## config.mk

```make
export PLATFORM = sky130hd
export DESIGN_NAME = websocket_frame_parser_top_flat
export DESIGN_NICKNAME = d
export VERILOG_FILES = /design/src/sv/wsfp_pkg.sv /design/src/sv/wsfp_byte_if.sv /design/src/sv/wsfp_result_if.sv /design/src/sv/wsfp_in_reg.sv /design/src/sv/wsfp_parse.sv /design/src/sv/wsfp_out_reg.sv /design/src/sv/websocket_frame_parser_top.sv /design/src/flat_wrapper.sv
export SDC_FILE = /design/constraint.sdc
export NUM_CORES = 1
export LEC_CHECK = 0
export BUFFER_PORTS_ARGS = -buffer_cell sky130_fd_sc_hd__buf_2
export CAP_MARGIN = 25
export CORE_UTILIZATION = 50
export DETAILED_ROUTE_END_ITERATION = 10
export GPL_TIMING_DRIVEN = 0
export HOLD_SLACK_MARGIN = 0.12
export PLACE_DENSITY = 0.64
export SYNTH_ARGS = -nofsm -noshare
export SYNTH_HDL_FRONTEND = slang
export SYNTH_SLANG_ARGS = --single-unit
```

## constraint.sdc

```tcl
create_clock -name clk -period 12.35 [get_ports clk]
set_clock_uncertainty 0.05 [all_clocks]
set_input_delay 2.47 -clock clk [delete_from_list [all_inputs] [get_ports clk]]
set_output_delay 2.47 -clock clk [all_outputs]
set_load 0.02 [all_outputs]
```

## src/sv/wsfp_pkg.sv

```systemverilog
`timescale 1ns / 1ps
// ----------------------------------------------------------------------------
// wsfp_pkg
// Shared types and constants of the WebSocket frame parser.
// ----------------------------------------------------------------------------
package wsfp_pkg;

	localparam int LEN_W = 64;
	localparam int OUT_LEN_W = 63;

	localparam logic [6:0] LEN_EXT16 = 7'd126;
	localparam logic [6:0] LEN_EXT64 = 7'd127;

	localparam logic [2:0] EXT16_CNT = 3'd1;
	localparam logic [2:0] EXT64_CNT = 3'd7;
	localparam logic [2:0] KEY_CNT   = 3'd3;

	localparam logic KIND_HDR  = 1'b0;
	localparam logic KIND_DATA = 1'b1;

	typedef struct packed {
		logic       valid;
		logic [7:0] data;
	} stage_t;

	typedef struct packed {
		logic                 kind;
		logic                 fin;
		logic [3:0]           opcode;
		logic                 masked;
		logic [OUT_LEN_W-1:0] payload_length;
		logic [7:0]           data_byte;
		logic                 last;
	} result_t;

endpackage

```

## src/sv/wsfp_byte_if.sv

```systemverilog
`timescale 1ns / 1ps
// ----------------------------------------------------------------------------
// wsfp_byte_if
// Request channel carrying one raw frame byte.
// ----------------------------------------------------------------------------
interface wsfp_byte_if;
	logic       valid;
	logic       ready;
	logic [7:0] in_byte;

	modport source (output valid, output in_byte, input ready);
	modport sink (input valid, input in_byte, output ready);
endinterface

```

## src/sv/wsfp_result_if.sv

```systemverilog
`timescale 1ns / 1ps
// ----------------------------------------------------------------------------
// wsfp_result_if
// Request channel carrying one header or payload result.
// ----------------------------------------------------------------------------
interface wsfp_result_if;
	logic                            valid;
	logic                            ready;
	logic                            kind;
	logic                            fin;
	logic [3:0]                      opcode;
	logic                            masked;
	logic [wsfp_pkg::OUT_LEN_W-1:0]  payload_length;
	logic [7:0]                      data_byte;
	logic                            last;

	modport source (output valid, output kind, output fin, output opcode, output masked,
		output payload_length, output data_byte, output last, input ready);
	modport sink (input valid, input kind, input fin, input opcode, input masked,
		input payload_length, input data_byte, input last, output ready);
endinterface

```

## src/sv/wsfp_in_reg.sv

```systemverilog
`timescale 1ns / 1ps
// ----------------------------------------------------------------------------
// wsfp_in_reg
// Input register stage; refills in the same cycle the held byte is taken.
// ----------------------------------------------------------------------------
module wsfp_in_reg (
	input  logic             clk,
	input  logic             arst_n,
	wsfp_byte_if.sink        frame,
	input  logic             take,
	output wsfp_pkg::stage_t item
);

	logic       valid_s1;
	logic [7:0] byte_s1;

	assign frame.ready = !valid_s1 || take;

	always_ff @(posedge clk or negedge arst_n) begin
		if (!arst_n) begin
			valid_s1 <= 1'b0;
		end else if (frame.ready) begin
			valid_s1 <= frame.valid;
		end
	end

	always_ff @(posedge clk) begin
		if (frame.ready && frame.valid) begin
			byte_s1 <= frame.in_byte;
		end
	end

	assign item.valid = valid_s1;
	assign item.data  = byte_s1;

endmodule

```

## src/sv/wsfp_parse.sv

```systemverilog
`timescale 1ns / 1ps
// ----------------------------------------------------------------------------
// wsfp_parse
// Frame header state machine, payload unmasking and result formation.
// ----------------------------------------------------------------------------
module wsfp_parse (
	input  logic              clk,
	input  logic              arst_n,
	input  wsfp_pkg::stage_t  item,
	input  logic              space,
	output logic              take,
	output logic              emit,
	output wsfp_pkg::result_t res
);

	typedef enum logic [2:0] {
		PH_HDR0 = 3'd0,
		PH_HDR1 = 3'd1,
		PH_EXT  = 3'd2,
		PH_KEY  = 3'd3,
		PH_DATA = 3'd4
	} phase_t;

	phase_t                         phase_q, phase_d;
	logic                           fin_q, fin_d;
	logic [3:0]                     opcode_q, opcode_d;
	logic                           mask_q, mask_d;
	logic [wsfp_pkg::LEN_W-1:0]     len_q, len_d;
	logic [2:0]                     cnt_q, cnt_d;
	logic [31:0]                    key_q, key_d;
	logic [wsfp_pkg::LEN_W-1:0]     pc_q, pc_d;
	logic                           len_done;
	logic                           hdr_done;
	logic                           hit;
	logic                           kind;
	logic                           last;
	logic [7:0]                     key_byte;
	logic [7:0]                     data;
	logic [7:0]                     b;

	assign b    = item.data;
	assign take = item.valid && space;

	always_comb begin
		case (pc_q[1:0])
			2'd0:    key_byte = key_q[31:24];
			2'd1:    key_byte = key_q[23:16];
			2'd2:    key_byte = key_q[15:8];
			default: key_byte = key_q[7:0];
		endcase
	end

	always_comb begin
		phase_d  = phase_q;
		fin_d    = fin_q;
		opcode_d = opcode_q;
		mask_d   = mask_q;
		len_d    = len_q;
		cnt_d    = cnt_q;
		key_d    = key_q;
		pc_d     = pc_q;
		len_done = 1'b0;
		hdr_done = 1'b0;
		hit      = 1'b0;
		kind     = wsfp_pkg::KIND_HDR;
		last     = 1'b0;
		data     = 8'd0;
		unique case (phase_q)
			PH_HDR1: begin
				mask_d = b[7];
				if (b[6:0] == wsfp_pkg::LEN_EXT16) begin
					len_d   = '0;
					cnt_d   = wsfp_pkg::EXT16_CNT;
					phase_d = PH_EXT;
				end else if (b[6:0] == wsfp_pkg::LEN_EXT64) begin
					len_d   = '0;
					cnt_d   = wsfp_pkg::EXT64_CNT;
					phase_d = PH_EXT;
				end else begin
					len_d    = {{(wsfp_pkg::LEN_W-7){1'b0}}, b[6:0]};
					len_done = 1'b1;
				end
			end
			PH_EXT: begin
				len_d = {len_q[wsfp_pkg::LEN_W-9:0], b};
				if (cnt_q == 3'd0) begin
					len_done = 1'b1;
				end else begin
					cnt_d = cnt_q - 3'd1;
				end
			end
			PH_KEY: begin
				key_d = {key_q[23:0], b};
				if (cnt_q == 3'd0) begin
					hdr_done = 1'b1;
				end else begin
					cnt_d = cnt_q - 3'd1;
				end
			end
			PH_DATA: begin
				data = mask_q ? (b ^ key_byte) : b;
				pc_d = pc_q + {{(wsfp_pkg::LEN_W-1){1'b0}}, 1'b1};
				last = (pc_d >= len_q);
				kind = wsfp_pkg::KIND_DATA;
				hit  = 1'b1;
				if (last) begin
					phase_d = PH_HDR0;
				end
			end
			default: begin
				fin_d    = b[7];
				opcode_d = b[3:0];
				phase_d  = PH_HDR1;
			end
		endcase
		if (len_done) begin
			len_d[wsfp_pkg::LEN_W-1] = 1'b0;
			if (mask_d) begin
				cnt_d   = wsfp_pkg::KEY_CNT;
				key_d   = '0;
				phase_d = PH_KEY;
			end else begin
				hdr_done = 1'b1;
			end
		end
		if (hdr_done) begin
			pc_d    = '0;
			hit     = 1'b1;
			last    = (len_d == '0);
			phase_d = last ? PH_HDR0 : PH_DATA;
		end
	end

	assign emit = take && hit;

	assign res.kind           = kind;
	assign res.fin            = fin_d;
	assign res.opcode         = opcode_d;
	assign res.masked         = mask_d;
	assign res.payload_length = len_d[wsfp_pkg::OUT_LEN_W-1:0];
	assign res.data_byte      = data;
	assign res.last           = last;

	always_ff @(posedge clk or negedge arst_n) begin
		if (!arst_n) begin
			phase_q  <= PH_HDR0;
			fin_q    <= 1'b0;
			opcode_q <= 4'd0;
			mask_q   <= 1'b0;
			len_q    <= '0;
			cnt_q    <= 3'd0;
			key_q    <= '0;
			pc_q     <= '0;
		end else if (take) begin
			phase_q  <= phase_d;
			fin_q    <= fin_d;
			opcode_q <= opcode_d;
			mask_q   <= mask_d;
			len_q    <= len_d;
			cnt_q    <= cnt_d;
			key_q    <= key_d;
			pc_q     <= pc_d;
		end
	end

	a_data_emits: assert property (@(posedge clk) disable iff (!arst_n)
		take && phase_q == PH_DATA |-> emit && res.kind == wsfp_pkg::KIND_DATA)
		else $error("payload byte taken without a payload result");

	a_hdr0_silent: assert property (@(posedge clk) disable iff (!arst_n)
		take && phase_q == PH_HDR0 |-> !emit)
		else $error("result emitted on first header byte");

	a_last_rearms: assert property (@(posedge clk) disable iff (!arst_n)
		emit && res.last |=> phase_q == PH_HDR0)
		else $error("parser not rearmed after last result");

	a_key_masked: assert property (@(posedge clk) disable iff (!arst_n)
		phase_q == PH_KEY |-> mask_q)
		else $error("key phase entered without mask bit");

endmodule

```

## src/sv/wsfp_out_reg.sv

```systemverilog
`timescale 1ns / 1ps
// ----------------------------------------------------------------------------
// wsfp_out_reg
// Result register; reports space when empty or being drained this cycle.
// ----------------------------------------------------------------------------
module wsfp_out_reg (
	input  logic              clk,
	input  logic              arst_n,
	input  logic              load,
	input  wsfp_pkg::result_t res,
	output logic              space,
	wsfp_result_if.source     result
);

	logic              valid_q;
	wsfp_pkg::result_t res_q;

	assign space = !valid_q || result.ready;

	always_ff @(posedge clk or negedge arst_n) begin
		if (!arst_n) begin
			valid_q <= 1'b0;
		end else if (load) begin
			valid_q <= 1'b1;
		end else if (result.ready) begin
			valid_q <= 1'b0;
		end
	end

	always_ff @(posedge clk) begin
		if (load) begin
			res_q <= res;
		end
	end

	assign result.valid          = valid_q;
	assign result.kind           = res_q.kind;
	assign result.fin            = res_q.fin;
	assign result.opcode         = res_q.opcode;
	assign result.masked         = res_q.masked;
	assign result.payload_length = res_q.payload_length;
	assign result.data_byte      = res_q.data_byte;
	assign result.last           = res_q.last;

endmodule

```

## src/sv/websocket_frame_parser_top.sv

```systemverilog
`timescale 1ns / 1ps
// ----------------------------------------------------------------------------
// websocket_frame_parser_top
// Byte-serial WebSocket frame parser: header results and unmasked payload.
// Bytes pass the input register, the parse logic and the result register.
// Throughput: one byte per cycle while result.ready is high (single parse stage).
// Only the last header byte produces a result, the header result.
// Reset clears valid flags and parse state; the parser waits for a frame start.
// ----------------------------------------------------------------------------
module websocket_frame_parser_top (
	input  logic          clk,
	input  logic          arst_n,
	wsfp_byte_if.sink     frame,
	wsfp_result_if.source result
);

	wsfp_pkg::stage_t  item;
	wsfp_pkg::result_t res;
	logic              take;
	logic              emit;
	logic              space;

	wsfp_in_reg u_in_reg (
		.clk    (clk),
		.arst_n (arst_n),
		.frame  (frame),
		.take   (take),
		.item   (item)
	);

	wsfp_parse u_parse (
		.clk    (clk),
		.arst_n (arst_n),
		.item   (item),
		.space  (space),
		.take   (take),
		.emit   (emit),
		.res    (res)
	);

	wsfp_out_reg u_out_reg (
		.clk    (clk),
		.arst_n (arst_n),
		.load   (emit),
		.res    (res),
		.space  (space),
		.result (result)
	);

endmodule

```

## src/flat_wrapper.sv

```systemverilog
// flat-port wrapper written by rule: the top's interface ports become plain ports
module websocket_frame_parser_top_flat 
  (clk, arst_n, frame_valid, frame_in_byte, frame_ready, result_valid, result_kind, result_fin, result_opcode, result_masked, result_payload_length, result_data_byte, result_last, result_ready);
  wsfp_byte_if frame_i ();
  wsfp_result_if result_i ();
  input  logic clk;
  input  logic arst_n;
  input wire logic [$bits(frame_i.valid)-1:0] frame_valid;
  input wire logic [$bits(frame_i.in_byte)-1:0] frame_in_byte;
  output wire logic [$bits(frame_i.ready)-1:0] frame_ready;
  output wire logic [$bits(result_i.valid)-1:0] result_valid;
  output wire logic [$bits(result_i.kind)-1:0] result_kind;
  output wire logic [$bits(result_i.fin)-1:0] result_fin;
  output wire logic [$bits(result_i.opcode)-1:0] result_opcode;
  output wire logic [$bits(result_i.masked)-1:0] result_masked;
  output wire logic [$bits(result_i.payload_length)-1:0] result_payload_length;
  output wire logic [$bits(result_i.data_byte)-1:0] result_data_byte;
  output wire logic [$bits(result_i.last)-1:0] result_last;
  input wire logic [$bits(result_i.ready)-1:0] result_ready;
  assign frame_i.valid = frame_valid;
  assign frame_i.in_byte = frame_in_byte;
  assign frame_ready = frame_i.ready;
  assign result_valid = result_i.valid;
  assign result_kind = result_i.kind;
  assign result_fin = result_i.fin;
  assign result_opcode = result_i.opcode;
  assign result_masked = result_i.masked;
  assign result_payload_length = result_i.payload_length;
  assign result_data_byte = result_i.data_byte;
  assign result_last = result_i.last;
  assign result_i.ready = result_ready;
  websocket_frame_parser_top u_core (.clk(clk), .arst_n(arst_n), .frame(frame_i), .result(result_i));
endmodule
```

==> results of run 1 <==
[cell families after synthesis]
logic type / synth area share (%)
xor gates and xnor gates: 4.47
buffers and inverters: 4.38
and+or+nand+nor: 16.5
DFF: 50.0
adders and majority gates: 6.38
AOI/OAI and AO/OA: 17.6
muxes: 0.629
[power groups by stage]
stage	combinational, uW	sequential (uW)	clock (uW)
3_3_place_gp	1080	1240	0
3_5_place_dp	1110	1230	0
2_1_floorplan	632	1310	0
4_1_cts	1110	1210	1030
6_report	1120	1210	1020
5_1_grt	1220	1230	1060
[layer usage]
metal | GRT usage [%] | part of all wire, % | vias to the layer above
met5 | 0 | 0 | -
met4 | 7.11 | 2.1 | 0
met3 | 3.83 | 7.1 | 60
met2 | 38.7 | 42 | 392
met1 | 42.6 | 49 | 5487
li1 | - | - | 5410
[state kept, by name, summed over array words and instances (netlist names)]
| register | count |
|---|---|
| u_core.u_out_reg.result.data_byte | 8 |
| u_core.u_in_reg.byte_s1 | 8 |
| u_core.u_parse.fin_q | 1 |
| u_core.u_parse.len_q | 64 |
| u_core.u_out_reg.result.opcode | 4 |
| u_core.u_parse.cnt_q | 3 |
| u_core.u_out_reg.result.masked | 1 |
| u_core.u_out_reg.result.payload_length | 63 |
| u_core.u_out_reg.result.kind | 1 |
| u_core.u_out_reg.result.last | 1 |
| u_core.u_out_reg.result.valid | 1 |
| u_core.u_out_reg.result.fin | 1 |
| u_core.u_parse.opcode_q | 4 |
| u_core.u_parse.phase_q | 3 |
| u_core.u_parse.key_q | 32 |
| u_core.u_in_reg.valid_s1 | 1 |
| u_core.u_parse.mask_q | 1 |
| u_core.u_parse.pc_q | 64 |
[cell usage in the layout, fill, tap and decap left out, drive strengths merged, types with 6 or more instances in the layout]
master  count
a211oi      7
a21o        9
a21oi      85
a222oi      8
a22o       75
a31oi      31
and2        6
and3       17
and4       11
buf       113
bufinv     11
clkbuf     88
clkinv      7
dfrtp     174
edfxtp     87
ha         71
inv        80
mux2        6
nand2     246
nand2b     18
nand3      28
nand4      25
nor2       68
nor3       28
nor4       16
o21ai     120
o31ai      16
or3         6
xnor2      41
xor2       30
[worst max-delay path, stage by stage]
cell and delay, ps:
buf_2 100, nand3b_1 180, buf_2 180
[final timing paths]
check                                           startpoint  slack (ps)                           end
worst max register to register      u_core.u_parse.pc_q[0]        6900  u_core.u_out_reg.result.last
worst min-delay path            u_core.u_parse.opcode_q[0]         420    u_core.u_parse.opcode_q[0]
worst max-delay path                          result_ready        6890                   frame_ready
min in group asynchronous                           arst_n        1800      u_core.u_parse.key_q[21]
worst min register to register  u_core.u_parse.opcode_q[0]         420    u_core.u_parse.opcode_q[0]
max in group asynchronous                           arst_n        9490      u_core.u_parse.len_q[26]
[layout make-up]
| type | instances | area (um2) | area share, % |
|---|---|---|---|
| Inverter | 80 | 300 | 1.87 |
| Multi-Input combinational cell | 1012 | 6350 | 39.6 |
| Clock buffer | 29 | 726 | 4.52 |
| Clock inverter | 23 | 402 | 2.50 |
| Tap cell | 372 | 465 | 2.90 |
| Buffer | 77 | 313 | 1.95 |
| Sequential cell | 261 | 6970 | 43.4 |
| Timing Repair Buffer | 95 | 531 | 3.30 |
[through the flow]
stage / worst slack [ps] / std cells
6_report: 6890 / 1949
5_1_grt: 6680 / 1949
4_1_cts: 6860 / 1949
3_5_place_dp: 6880 / 1897
3_3_place_gp: 4790 / 1894
2_1_floorplan: 6350 / 1430
==> metrics.md, run 1 <==
| Metric | Value |
|---|---|
| Number of clock buffers inserted by TritonCTS | `28` |
| Count leader, synth | `nand2_1` |
| RePlAce Congestion | `0.962` |
| Total leakage power | `0.00693 uW` |
| Final design utilization | `59.2%` |
| Initial antenna violation count | `0` |
| Final count of hold timing violations | `0` |
| Number of maximum-capacitance constraint violations | `0` |
| Setup repair after global routing missed its margin | `false` |
| Vias post-DR | `11300` |
| Number of antenna diodes | `0` |
| Syn_area_per_cell | `9.74 um2` |
| Peak supply drop | `0.000106 V` |
| Drt total wl | `38.1 mm` |
| Crit path capture type | `output pin` |
| Via count of the first global-routing pass | `10600` |
| Total Die Area | `28500 um2` |
| Fill cell count | `2317` |
| Fraction of synthesized cell area taken by the top area cell type | `31.3%` |
| Depth of the worst hold-timing path | `2` |
| Net switching component of the power | `1260 uW` |
| Leading post-synthesis cells by instance count | `nand2_1, dfrtp_1, o21ai_0` |
| IO buf count | `92` |
| Initial core utilization | `51.4%` |
| Share of post-route cells with drive strength above 1 | `11.0%` |
| Cell area after synthesis | `13900 um2` |
| Detailed-route wire length per cell | `19.5 um` |
| Seq pwr share | `36.3%` |
| All-layer global routing usage | `27.1%` |
| R2r worst-path depth | `15` |
| Net total in the final layout | `1638` |
| Type of element launching the critical path | `input port` |
| Final critical path time including I/O delays and setup | `5460 ps` |
| Later-pin clock latency in the skew report | `550 ps` |
| Maximum operating frequency | `183 MHz` |
| Count of nets left with antenna violations after detail routing | `0` |
| Most used DFF post-synth | `dfrtp_1` |
| CTS tree | `built` |
| Worst path arrival time | `2940 ps` |
| Required time of the worst setup path | `9830 ps` |
| Post-route total power | `3350 uW` |
| Run status | `finished clean` |
| Final routed DRC violation total | `0` |
| Total global routing overflow | `0` |
| Warning count from the yosys run | `0` |
| I/O pin count | `93` |
| Maximum buffer depth of the clock tree | `3` |
| Total non-filler cell area in the finished layout | `16100 um2` |
| Clock Pin Slew Worst Setup and Hold Paths | `60 ps` |
| Final-layout worst hold slack | `422 ps` |
| Most area-hungry cell type in the Yosys netlist | `dfrtp_1` |
| Cell area after placement | `14900 um2` |
| Type of the tightest min-delay check | `flip-flop to flip-flop` |
| Number of hold buffers added after cts | `0` |
| Proportion of synthesized chip area in sequential cells | `50.0%` |
| Via density per instance | `5.82` |
| Portion of total power attributed to the clock network | `30.3%` |
| Cells resized by post-CTS repair | `0` |
| Post-Synthesis Cells | `1430` |
| Net count after synthesis | `1513` |
| H-tree levels | `1` |
| Power share of the combinational group | `33.4%` |
| Detailed placement HPWL | `28.0 mm` |
| Floorplan core area | `27100 um2` |
| Clock root cell | `clkbuf_16` |
| Detailed-routing iteration count for the pre-antenna-repair pass | `5` |
| Number of setup buffers added after CTS | `0` |
| Transition time at the pin with the least slew margin | `967 ps` |
| Number of failing setup endpoints in the final timing report | `0` |
| Pin count of the biggest net entering global routing | `114` |
| Final-layout setup total negative slack | `0 ps` |
| Power Internal | `2090 uW` |
| DRT iter0 DRCs | `1165` |
| Width of the chip | `169 um` |
| Crit share post-route | `44.2%` |
| Ys async rst share | `66.7%` |
| Maximum net fanout on the critical path | `3` |
| Pins Over Slew Limit | `0` |
| Number of distinct library cells after synthesis | `66` |
| Vertical die dimension | `169 um` |
| Register bit total from synthesis | `261` |
| Pwr dens | `209 nW/um2` |
| Top post-synthesis cells by area | `dfrtp_1, edfxtp_1, nand2_1` |
| Area grow syn2layout | `15.3%` |
| Number of sinks on the clock net | `261` |
| Category of the most critical setup path | `input port to output pin` |
| Relative slew slack | `33.9%` |
| Wire length of the first global-routing pass | `60.2 mm` |
| Switching Share | `37.5%` |
| Total number of placement rows | `60` |
| EDFF count, synth | `87` |
(Power assumes the default switching activity.)
==> run 2: changes to the inputs <==
--- a/config.mk
+++ b/config.mk
@@ -11,7 +11,7 @@
 export DETAILED_ROUTE_END_ITERATION = 10
 export GPL_TIMING_DRIVEN = 0
 export HOLD_SLACK_MARGIN = 0.12
-export PLACE_DENSITY = 0.64
+export PLACE_DENSITY = 0.66
 export SYNTH_ARGS = -nofsm -noshare
 export SYNTH_HDL_FRONTEND = slang
 export SYNTH_SLANG_ARGS = --single-unit
==> constraint.sdc (replaced) <==
create_clock -name clk -period 4.8 [get_ports clk]
set_clock_uncertainty 0.05 [all_clocks]
set_input_delay 0.96 -clock clk [delete_from_list [all_inputs] [get_ports clk]]
set_output_delay 0.96 -clock clk [all_outputs]
set_load 0.02 [all_outputs]
==> metrics.md, run 2 (same netlist as run 1, synthesis figures left out) <==
| Metric | Value |
|---|---|
| Run status | `finished clean` |
| Pwr dens | `515 nW/um2` |
| Pin count of the biggest net entering global routing | `89` |
| IO buf count | `92` |
| H-tree levels | `1` |
| Vias post-DR | `11500` |
| Crit path capture type | `flip-flop` |
| Detailed-routing iteration count for the pre-antenna-repair pass | `5` |
| Clock root cell | `clkbuf_16` |
| Pins Over Slew Limit | `0` |
| Type of the tightest min-delay check | `input port to async pin` |
| Highest-count cells in the layout ignoring fill and taps | `nand2_1, dfrtp_1, o21ai_0, buf_2, edfxtp_1` |
| Share of post-route cells with drive strength above 1 | `11.1%` |
| Type of element launching the critical path | `flip-flop` |
| Post-route total power | `8190 uW` |
| Final routed DRC violation total | `0` |
| Net total in the final layout | `1642` |
| Via density per instance | `5.88` |
| Clock Pin Slew Worst Setup and Hold Paths | `60 ps` |
| Initial antenna violation count | `0` |
| Number of hold buffers added after cts | `0` |
| Drt total wl | `38.3 mm` |
| Width of the chip | `169 um` |
| Detailed-route wire length per cell | `19.6 um` |
| Maximum net fanout on the critical path | `9` |
| Total non-filler cell area in the finished layout | `15900 um2` |
| Critical path startpoint | `u_core.u_parse.pc_q[0]` |
| Vertical die dimension | `169 um` |
| Number of failing setup endpoints in the final timing report | `0` |
| DRT iter0 DRCs | `1151` |
| Fill cell count | `2389` |
| Cell area after placement | `14900 um2` |
| Area taken by multi-input logic gates | `6400 um2` |
| Number of maximum-capacitance constraint violations | `0` |
| Number of antenna diodes | `0` |
| Transition time at the pin with the least slew margin | `958 ps` |
| Category of the most critical setup path | `flip-flop to flip-flop` |
| Crit share post-route | `95.1%` |
| Number of clock buffers inserted by TritonCTS | `28` |
| Later-pin clock latency in the skew report | `560 ps` |
| Total Die Area | `28500 um2` |
| Area grow syn2layout | `14.3%` |
| Number of sinks on the clock net | `261` |
| Peak supply drop | `0.000331 V` |
| Wire length of the first global-routing pass | `59.5 mm` |
| Area occupied by registers | `6970 um2` |
| Total number of placement rows | `60` |
| Leading cell type in the layout, fill and taps excluded | `nand2_1` |
| Maximum buffer depth of the clock tree | `3` |
| R2R Path Start | `u_core.u_parse.pc_q[0]` |
| Total leakage power | `0.00687 uW` |
| RePlAce Congestion | `0.981` |
| Relative slew slack | `35.6%` |
| Detailed placement HPWL | `28.1 mm` |
| All-layer global routing usage | `26.9%` |
| Initial core utilization | `51.4%` |
| Floorplan core area | `27100 um2` |
| Final critical path time including I/O delays and setup | `4560 ps` |
| Maximum operating frequency | `219 MHz` |
| CTS tree | `built` |
| Worst path arrival time | `4830 ps` |
| Count of nets left with antenna violations after detail routing | `0` |
| Via count of the first global-routing pass | `10600` |
| I/O pin count | `93` |
| Required time of the worst setup path | `5060 ps` |
| Total global routing overflow | `0` |
| Final count of hold timing violations | `0` |
[run 2: metal layers]
metal	vias up	wire, um	global-route usage, %
li1	5404	-	-
met1	5542	18000	41.5
met2	460	16400	39.0
met3	84	2710	3.27
met4	0	1170	8.81
met5	-	0	0
[run 2: cell type report]
cell class                      count  area share, %
Clock buffer                       41           4.97
Buffer                             77           1.97
Inverter                           80           1.89
Timing Repair Buffer               99           3.52
Sequential cell                   261           43.8
Clock inverter                     11          0.708
Multi-Input combinational cell   1012           40.2
Tap cell                          372           2.92
[run 2: per-stage QoR]
step / cells / util [%] / worst slack (ps) / setup TNS, ps / hold WS (ps)
after floorplan: 1430 / - / 35.2 / 0 / 390
after global placement: 1894 / 54.8 / -1670 / -183490 / 403
after detailed placement: 1897 / 55.1 / -606 / -1130 / 411
after CTS: 1950 / 58.6 / 106 / 0 / 378
after global routing: 1953 / 58.7 / -2.17 / -2.17 / 413
final: 1953 / 58.7 / 236 / 0 / 346
[run 2: worst max-delay path, stage by stage, from the launching register on]
cell	delay [ps]
dfrtp_2	490
ha_1	290
nand3_1	300
nor4_4	370
nand4_1	330
or4_4	650
nor2_4	140
xor2_1	210
ha_1	280
nand4_1	130
nor3_1	70
a21oi_1	130
o21ai_0	170
a2111oi_4	440
nor3_1	90
a21o_1	170
[run 2: timing repair]
| action | 4_1_cts | 5_1_grt |
|---|---|---|
| setup buffers | 1 | 3 |
| pin swaps | 1 | 1 |
| gates resized for setup | 8 | 2 |
| endpoints found under the setup margin | 2 | 2 |
[run 2: final timing paths]
kind | to | depth (start not counted) | slack (ps)
setup / recovery | u_core.u_out_reg.result.last | 15 | 240
hold reg to reg | u_core.u_parse.fin_q | 2 | 420
min in group clk | u_core.u_parse.fin_q | 2 | 420
setup reg to reg | u_core.u_out_reg.result.last | 15 | 240
hold / removal | u_core.u_parse.key_q[5] | 1 | 350
max in group asynchronous | u_core.u_parse.len_q[29] | 2 | 3450
[run 2: power by group]
group,internal [uW],switching [uW]
logic,872,2050
registers,2850,279
clock network,1250,893
total,4970,3230
